<file path="config.mk">
export PLATFORM = sky130hd
export DESIGN_NAME = spfd_serial_mul
export DESIGN_NICKNAME = d
export VERILOG_FILES = /design/src/spfd_pkg.sv /design/src/spfd_serial_mul.sv
export SDC_FILE = /design/constraint.sdc
export NUM_CORES = 1
export LEC_CHECK = 0
export ABC_CLOCK_PERIOD_IN_PS = 4500
export CORE_MARGIN = 2
export CORE_UTILIZATION = 41
export DETAILED_ROUTE_END_ITERATION = 8
export DONT_BUFFER_PORTS = 1
export GPL_ROUTABILITY_DRIVEN = 0
export GPL_TIMING_DRIVEN = 0
export PLACE_DENSITY = 0.66
export SYNTH_ARGS = -nofsm -noshare
export SYNTH_HDL_FRONTEND = slang
export SYNTH_SLANG_ARGS = --single-unit
</file>
<file path="constraint.sdc">
create_clock -name clk -period 4.5 [get_ports clk]
set_clock_uncertainty 0.05 [all_clocks]
set_input_delay 0 -clock clk [delete_from_list [all_inputs] [get_ports clk]]
set_output_delay 0 -clock clk [all_outputs]
set_load 0.02 [all_outputs]
</file>
<file path="src/spfd_pkg.sv">
// spfd_pkg: shared types and constants for the stereo feedback delay
// payload structs, field widths, register indexes and reset values
// no dependencies
package spfd_pkg;

  localparam int SAMPLE_BITS    = 24;
  localparam int GAIN_BITS      = 17;
  localparam int DELAY_BITS     = 24;
  localparam int RAMP_BITS      = 16;
  localparam int EXTRA_BITS     = 8;
  localparam int GAIN_SHIFT     = 16;
  localparam int CFG_INDEX_BITS = 3;
  localparam int CFG_DATA_BITS  = 24;

  localparam int DEF_STORE_DEPTH     = 65536;
  localparam int DEF_DELAY_FRAC_BITS = 8;

  localparam logic [CFG_INDEX_BITS-1:0] REG_DELAY_TARGET  = 3'd0;
  localparam logic [CFG_INDEX_BITS-1:0] REG_RAMP_LENGTH   = 3'd1;
  localparam logic [CFG_INDEX_BITS-1:0] REG_FEEDBACK_GAIN = 3'd2;
  localparam logic [CFG_INDEX_BITS-1:0] REG_DAMPING_COEFF = 3'd3;
  localparam logic [CFG_INDEX_BITS-1:0] REG_PING_PONG     = 3'd4;
  localparam logic [CFG_INDEX_BITS-1:0] REG_MIX_GAIN      = 3'd5;

  localparam logic [DELAY_BITS-1:0] RST_DELAY_TARGET  = 24'd12288000;
  localparam logic [RAMP_BITS-1:0]  RST_RAMP_LENGTH   = 16'd4800;
  localparam logic [GAIN_BITS-1:0]  RST_FEEDBACK_GAIN = 17'd32768;
  localparam logic [GAIN_BITS-1:0]  RST_DAMPING_COEFF = 17'd56333;
  localparam logic                  RST_PING_PONG     = 1'b0;
  localparam logic [GAIN_BITS-1:0]  RST_MIX_GAIN      = 17'd32768;

  typedef struct packed {
    logic signed [SAMPLE_BITS-1:0] left_in;
    logic signed [SAMPLE_BITS-1:0] right_in;
  } in_item_t;

  typedef struct packed {
    logic signed [SAMPLE_BITS-1:0] left_out;
    logic signed [SAMPLE_BITS-1:0] right_out;
  } out_item_t;

endpackage

</file>
<file path="src/spfd_serial_mul.sv">
// spfd_serial_mul: shift-add multiplier, one multiplier bit per cycle
// signed a times unsigned b, full-width product, done pulses when finished
// depends on spfd_pkg
module spfd_serial_mul import spfd_pkg::*; #(
  parameter int AW = SAMPLE_BITS + 1,
  parameter int BW = GAIN_BITS
) (
  input  logic                    clk,
  input  logic                    rst,
  input  logic                    start,
  input  logic signed [AW-1:0]    a,
  input  logic [BW-1:0]           b,
  output logic                    done,
  output logic signed [AW+BW-1:0] product
);

  localparam int CNTW = $clog2(BW + 1);

  logic               busy;
  logic [CNTW-1:0]    cnt;
  logic signed [AW-1:0] a_r;
  logic [BW-1:0]      b_r;
  logic signed [AW-1:0] hi;
  logic [BW-1:0]      lo;
  logic signed [AW:0] sum;

  assign sum = (AW+1)'(hi) + (b_r[0] ? (AW+1)'(a_r) : '0);
  assign product = {hi, lo};

  always_ff @(posedge clk) begin
    if (rst) begin
      busy <= 1'b0;
      done <= 1'b0;
      cnt  <= '0;
    end else begin
      if (start) begin
        a_r  <= a;
        b_r  <= b;
        hi   <= '0;
        lo   <= '0;
        cnt  <= CNTW'(BW);
        busy <= 1'b1;
        done <= 1'b0;
      end else if (busy) begin
        hi   <= sum[AW:1];
        lo   <= {sum[0], lo[BW-1:1]};
        b_r  <= b_r >> 1;
        cnt  <= cnt - 1'b1;
        done <= (cnt == CNTW'(1));
        if (cnt == CNTW'(1)) begin
          busy <= 1'b0;
        end
      end else begin
        done <= 1'b0;
      end
    end
  end

endmodule

</file>
==> results.md, run 1 <==
* Status: complete, no violations
* CTS max path bufs at 2
* Via count at 3168
* Routing usage on met2 at 27.6%
* Worst-path fanout max at 10
* EDFF count, synth at 84
* R2R depth at 11
* Layout area overhead at 20.9%
* Top-count cell post-synth: edfxtp_1
* Vias per cell at ~5.3
* Top_reg_cell synth: edfxtp_1
* Worst Hold Path Cells at 3
* Core Region at 11300 µm²
* Initial DRC Count at 170
* Top cell type's share of synthesized area at about 53%
* Setup CP Type: flip-flop to flip-flop
* Post-DP Area at between 4000 and 5000 µm²
* Hold slack at roughly 0.16 ns
* Startpoint type of the worst setup path: flip-flop
* Final setup margin at 1.13 ns
* Layout cells sized above 1 at 9.17%
* Met3 Track Usage GR at roughly 6.6%
* IO Pins at just under 90
* Critical path data arrival time at 3.42 ns
* DR WL/cell at 16.2 µm
* CP Capture Point: hi[20]$_SDFFCE_PP0P_
* Gr busiest metal: met2
* Syn Nets at 470
* CTS root buffer: clkbuf_16
* IO buf count at 0
* Reg2reg setup slack at 1.13 ns
* Mean Syn Cell Area at 11.9 µm²
* Register area at 2660 µm²
* Setup TNS at 0 ns
* Post-Place Worst Slack at 1.07 ns
* Total grt overflow at 0
* YS warnings at 0
* Setup Viol. Count Final at 0
* Max cap viols at 0
* Leakage at 2.13 nW
* Die height at around 110 µm
* Reg-to-Reg Start: b_r[0]$_DFFE_PP_
* Final nets at 526
* Gr usage total at 16.3%
* # rows at 39
* Cell variety after synth at 43
* Flops & latches, synth at slightly above 90
* H-tree levels at 3
* Final Max Tran Viols at 0
* VDD IR-drop max at 0.000263 V
* FF-to-FF End: hi[20]$_SDFFCE_PP0P_
* Max_slew headroom at around two fifths
* RSZ-0062 raised after global routing: false
* First-pass GRT wire length at between 15000 and 20000 µm
* Setup bufs post-CTS at 0
* 1st-pass router iterations at 4
* FILL cells at between 1000 and 1500
* Hold Vio Cnt, Final at 0
* Power per cell area at approximately 400 nW/µm²
* CP Data Required Time at between 4 and 5 ns
* Die X at 111 µm
* DP Wirelength at 6860 µm
* CP Capture Type: flip-flop
* Number of diodes at 0
* Crit path time final at 3.37 ns
* Max Fclk at 297 MHz
* Initial antenna violation count at 0
* Footprint of the multi-input gates at about 2000 µm²
* Mapped Area at 4730 µm²
* Sequential share of the synthesized area at 56.3%
* Fin crit share at 74.8%
* Clk Latency, worst-skew pair at about 0.35 ns
* Post-route cell area at 5720 µm²
* Drt drc at 0
* ANT nets after route at 0
* CP startpoint: b_r[0]$_DFFE_PP_
* Leading area contributor after synthesis: edfxtp_1
* Die footprint at 12400 µm²
* Slew @ Worst Pin at 0.874 ns
* HP Start: start
* Starting Density at about two fifths
* Synth area leaders: edfxtp_1 (53%), ha_1 (7.1%), mux2_2 (3.8%), and2_1 (3.6%), nor2b_1 (3.6%)
* Final WL at approximately 10000 µm
* Min-delay worst type: primary input to flip-flop
* Largest net degree at the start of global routing at 34
* Most common library cells after synthesis: edfxtp_1 (84), nor2_1 (40), and2_1 (27), ha_1 (27), nor2b_1 (27)
* Cts repair resizes at 0
* Clock slew at reported path FFs at 0.07 ns
* Async set-or-reset flop fraction in the synthesized netlist at 0%
* Total CTS buffers at 9
* Vias in the first global route at around 3200
* Final Power at 2.30 mW
* Hold_buf cts at 43
* Met1 Usage GRT at 19.4%
* Post-synthesis cell count at around 400
* Clock Sink Count at 91
* CTS tree: done
cell type report:
| cell class | instances | area share (%) |
|---|---|---|
| Sequential cell | 91 | 46.6 |
| Multi-Input combinational cell | 281 | 34.7 |
| Timing Repair Buffer | 45 | 8.14 |
| Clock buffer | 9 | 3.94 |
| Tap cell | 143 | 3.13 |
| Clock inverter | 7 | 1.88 |
| Buffer | 16 | 1.05 |
| Inverter | 9 | 0.591 |
state kept, by name, summed over array words and instances, names as in the netlist:
register,count
a_r,25
b_r,17
busy,1
cnt,5
done,1
hi,25
lo,17
worst min path at each step:
stage | slack [ns] | to
floorplan | 0.02 | cnt[0]$_SDFFE_PP0N_
detailed placement | 0.03 | cnt[4]$_SDFFE_PP0N_
global route | 0.18 | hi[20]$_SDFFCE_PP0P_
finish | 0.16 | hi[20]$_SDFFCE_PP0P_
CTS | 0.15 | hi[20]$_SDFFCE_PP0P_
global placement | 0.03 | cnt[4]$_SDFFE_PP0N_
cells in the final DEF, fill, tap and decap left out, types with 3 or more instances in the layout:
cell type and instances:
xnor2_1 17, o21bai_1 3, dlygate4sd3_1 43, nand2b_1 4, xor2_1 8, and2_1 27
o21ai_0 11, and3_1 5, a21o_1 8, ha_1 27, edfxtp_1 84, a21oi_1 24
clkbuf_1 14, nor2_1 39, a211oi_1 3, a31oi_1 3, nor3_1 6, mux2_2 16
nor2b_1 26, nand4_1 4, clkbuf_16 9, nand3_1 8, nand2_1 17, inv_1 9
dfxtp_1 7
metal layers:
metal | up-vias | routed length [µm]
li1 | 1553 | -
met1 | 1530 | 4240
met2 | 77 | 4750
met3 | 8 | 622
met4 | 0 | 97
met5 | - | 0
kinds of logic after synthesis:
logic type | share of synthesized area (%)
multiplexers | 4.36
AND/OR/NAND/NOR | 15.9
flip-flops | 56.3
XOR/XNOR | 4.63
AO/OA/AOI/OAI | 9.23
buffers and inverters | 1.98
adder cells (fa/ha/maj) | 7.57
metrics by stage:
stage / utilization (%) / cells
3_5_place_dp: 43.8 / 542
3_3_place_gp: 43.4 / 540
6_report: 50.5 / 601
2_1_floorplan: - / 397
4_1_cts: 50.5 / 601
5_1_grt: 50.5 / 601
critical path, stage by stage, from the launching register on:
cell and delay [ns]:
edfxtp_1 0.47, clkbuf_1 0.34, nand2_1 0.16, inv_1 0.09, ha_1 0.23, a211oi_1 0.27, o211ai_1 0.16, and3_1 0.17
a211o_1 0.32, a311oi_4 0.43, o21ai_2 0.11, mux2_4 0.31
power by group:
group	internal, mW	switching, mW
combinational	0.173	0.207
clock	0.497	0.344
sequential	1.01	0.0712
No activity file was read; power rests on OpenSTA's default activity.
==> run 2, diff against run 1 <==
--- a/config.mk
+++ b/config.mk
@@ -5,7 +5,8 @@
 export SDC_FILE = /design/constraint.sdc
 export NUM_CORES = 1
 export LEC_CHECK = 0
-export ABC_CLOCK_PERIOD_IN_PS = 4500
+export ABC_AREA = 1
+export ABC_CLOCK_PERIOD_IN_PS = 3210
 export CORE_MARGIN = 2
 export CORE_UTILIZATION = 41
 export DETAILED_ROUTE_END_ITERATION = 8
==> constraint.sdc (replaced) <==
create_clock -name clk -period 3.21 [get_ports clk]
set_clock_uncertainty 0.05 [all_clocks]
set_input_delay 0 -clock clk [delete_from_list [all_inputs] [get_ports clk]]
set_output_delay 0 -clock clk [all_outputs]
set_load 0.02 [all_outputs]
==> results.md, run 2 <==
* Hold_buf cts at 43 (unchanged)
* Total grt overflow at 0 (unchanged)
* Worst Hold Path Cells at 2 (was 3)
* Drt drc at 0 (unchanged)
* Setup bufs post-CTS at 0 (unchanged)
* CTS max path bufs at 2 (unchanged)
* Core Region at 12600 µm² (was 11300 µm²)
* Hold Vio Cnt, Final at 0 (unchanged)
* CTS tree: done (unchanged)
* Slew @ Worst Pin at 0.762 ns (was 0.874 ns)
* Gr busiest metal: met2 (unchanged)
* Most common library cells after synthesis: nand2_1 (230), inv_1 (127), edfxtp_1 (84) (was edfxtp_1 (84), nor2_1 (40), and2_1 (27), ha_1 (27), nor2b_1 (27))
* CP most frequent cell: nand2_1
* Post-route cell area at 6250 µm² (was 5720 µm²)
* Layout Utilization at 49.7% (was 50.5%)
* Setup TNS at 0 ns (unchanged)
* Leakage at 3.05 nW (was 2.13 nW)
* Die footprint at 13700 µm² (was 12400 µm²)
* Leading area contributor after synthesis: edfxtp_1 (unchanged)
* Met3 Track Usage GR at 6.85% (was 6.59%)
* Startpoint type of the worst setup path: flip-flop (unchanged)
* Vias per cell at 4.68 (was 5.27)
* Sequential share of the synthesized area at 50.8% (was 56.3%)
* Total CTS buffers at 9 (unchanged)
* Setup Viol. Count Final at 0 (unchanged)
* Top_reg_cell synth: edfxtp_1 (unchanged)
* First-pass GRT wire length at 19600 µm (was 15900 µm)
* Mean Syn Cell Area at 7.89 µm² (was 11.9 µm²)
* Vias in the first global route at 4158 (was 3214)
* Largest regs: a_r (25), hi (25) (unchanged)
* R2R depth at 14 (was 11)
* Hold worst-path end: lo[6]$_SDFFCE_PP0P_ (was hi[20]$_SDFFCE_PP0P_)
* FF-to-FF End: hi[11]$_SDFFCE_PP0P_ (was hi[20]$_SDFFCE_PP0P_)
* YS warnings at 0 (unchanged)
* Die X at 117 µm (was 111 µm)
* Max cap viols at 0 (unchanged)
* Crit path time final at 2.84 ns (was 3.37 ns)
* 1st-pass router iterations at 5 (was 4)
* IO Pins at 88 (unchanged)
* Post-DP Area at 5540 µm² (was 4950 µm²)
* VDD IR-drop max at 0.000519 V (was 0.000263 V)
* Final nets at 795 (was 526)
* Mapped Area at 5250 µm² (was 4730 µm²)
* Power per cell area at 490 nW/µm² (was 402 nW/µm²)
* FILL cells at 1211 (was 1013)
* # rows at 41 (was 39)
* Die height at 117 µm (was 111 µm)
* DR WL/cell at 13.4 µm (was 16.2 µm)
* Final WL at 12000 µm (was 9710 µm)
* IO buf count at 0 (unchanged)
* Largest net degree at the start of global routing at 27 (was 34)
* Top-count cell post-synth: nand2_1 (was edfxtp_1)
* EDFF count, synth at 84 (unchanged)
* Starting Density at 41.7% (was 41.8%)
* CP Data Required Time at 3.27 ns (was 4.55 ns)
* Reg-to-Reg Start: b_r[0]$_DFFE_PP_ (unchanged)
* Cts repair resizes at 0 (unchanged)
* DP Wirelength at 8760 µm (was 6860 µm)
* Reg2reg setup slack at 0.37 ns (was 1.13 ns)
* Synth area leaders: edfxtp_1 (48%), nand2_1 (16%), inv_1 (9.1%), ha_1 (6.4%), nor2_1 (5.5%) (was edfxtp_1 (53%), ha_1 (7.1%), mux2_2 (3.8%), and2_1 (3.6%), nor2b_1 (3.6%))
* Via count at 4211 (was 3168)
* Post-synthesis cell count at 665 (was 397)
* Gr usage total at 18.8% (was 16.3%)
* Layout cells sized above 1 at 4.68% (was 9.17%)
* Final Max Tran Viols at 0 (unchanged)
* Min-delay worst type: primary input to flip-flop (unchanged)
* RSZ-0062 raised after global routing: false (unchanged)
* Initial DRC Count at 214 (was 170)
* Hold slack at 0.0700 ns (was 0.162 ns)
* Max stage delay cell, worst path: clkbuf_1 (was edfxtp_1)
* Worst path cell trace: clkbuf_1 > clkbuf_1 > nand2_1 > inv_1 > ha_1 > nand2_1 > inv_1 > nand2_1 > inv_1 > nand2_1 > nand2_1 > a21oi_1 > a21oi_1 > and2_1 (was clkbuf_1 > nand2_1 > inv_1 > ha_1 > a211oi_1 > o211ai_1 > and3_1 > a211o_1 > a311oi_4 > o21ai_2 > mux2_4)
* HP Start: start (unchanged)
* Clock slew at reported path FFs at 0.07 ns (about the same)
* CP peak stage delay at 0.47 ns (about the same)
* Flops & latches, synth at 91 (unchanged)
* ANT nets after route at 0 (unchanged)
* Max_slew headroom at 49.1% (was 41.6%)
* Met1 Usage GRT at 22.8% (was 19.4%)
* Worst Path Buf+Inv at 5 (was 2)
* Routing usage on met2 at 31.4% (was 27.6%)
* Setup CP Type: flip-flop to flip-flop (unchanged)
* Cell family with most CP delay: buffers and inverters (was compound AO/OA/AOI/OAI gates)
* Status: complete, no violations (unchanged)
* Clk Latency, worst-skew pair at 0.35 ns (about the same)
* Fin crit share at 88.5% (was 74.8%)
* H-tree levels at 3 (unchanged)
* Layout area overhead at 19.1% (was 20.9%)
* Cell variety after synth at 31 (was 43)
* Async set-or-reset flop fraction in the synthesized netlist at 0% (unchanged)
* CP Capture Type: flip-flop (unchanged)
* Clock Sink Count at 91 (unchanged)
* Most frequent cells in the layout: nand2_1 (230), inv_1 (127), edfxtp_1 (84) (was edfxtp_1 (84), dlygate4sd3_1 (43), nor2_1 (39))
* Max Fclk at 352 MHz (was 297 MHz)
* Number of diodes at 0 (unchanged)
* Worst-path fanout max at 10 (unchanged)
* Initial antenna violation count at 0 (unchanged)
* Most common cell after layout, fill and taps aside: nand2_1 (was edfxtp_1)
* Critical path data arrival time at 2.90 ns (was 3.42 ns)
* Syn Nets at 738 (was 470)
* Top cell type's share of synthesized area at 48.1% (was 53.3%)
* CTS root buffer: clkbuf_16 (unchanged)
run 2: final cells by class:
class | instances | area (µm²) | share of cell area (%)
buffer | 11 | 43.8 | 0.701
clock inverter | 5 | 36.3 | 0.581
sequential | 91 | 2660 | 42.6
multi-input combinational | 434 | 2070 | 33.1
inverter | 129 | 484 | 7.75
timing repair buffer | 46 | 493 | 7.89
clock buffer | 11 | 243 | 3.89
tap | 172 | 215 | 3.44
run 2: worst max-delay path by stage:
stage | start | to | slack [ns] | cells after the start
6_report | b_r[0]$_DFFE_PP_ | hi[11]$_SDFFCE_PP0P_ | 0.37 | 14
5_1_grt | b_r[0]$_DFFE_PP_ | hi[16]$_SDFFCE_PP0P_ | 0.06 | 15
4_1_cts | b_r[0]$_DFFE_PP_ | hi[17]$_SDFFCE_PP0P_ | 0.28 | 15
3_5_place_dp | b_r[0]$_DFFE_PP_ | hi[17]$_SDFFCE_PP0P_ | 0.31 | 15
3_3_place_gp | busy$_SDFF_PP0_ | hi[6]$_SDFFCE_PP0P_ | -0.26 | 2
2_1_floorplan | busy$_SDFF_PP0_ | b_r[0]$_DFFE_PP_ | 0.53 | 2
run 2: per-layer routing:
metal	share of wire, %	up-vias
met2	48	107
met5	0	-
met3	7.3	15
met4	1.5	0
li1	-	2189
met1	44	1900
run 2: cells by family (layout without fill, tap and decap cells):
kind of cell,after synthesis,count (layout),share of synthesized area (%)
flops,91,91,50.8
buf+inv,140,202,10.1
compound gates,54,54,5.44
fa+ha+maj,28,28,6.82
simple gates,352,352,26.9
run 2: per-stage QoR:
stage               total power [mW]  std cells  setup slack, ns
detailed placement              2.03        840            0.308
finish                          3.06        899            0.369
CTS                             3.09        899            0.285
global route                    3.22        899           0.0556
global placement                2.01        837           -0.255
floorplan                       1.89        665            0.534
run 2: where the power goes:
part | leakage, nW | switching [mW] | total, mW | internal, mW
Clock | 0.136 | 0.463 | 1.01 | 0.550
Sequential | 0.867 | 0.0953 | 1.50 | 1.40
Combinational | 2.05 | 0.350 | 0.549 | 0.199
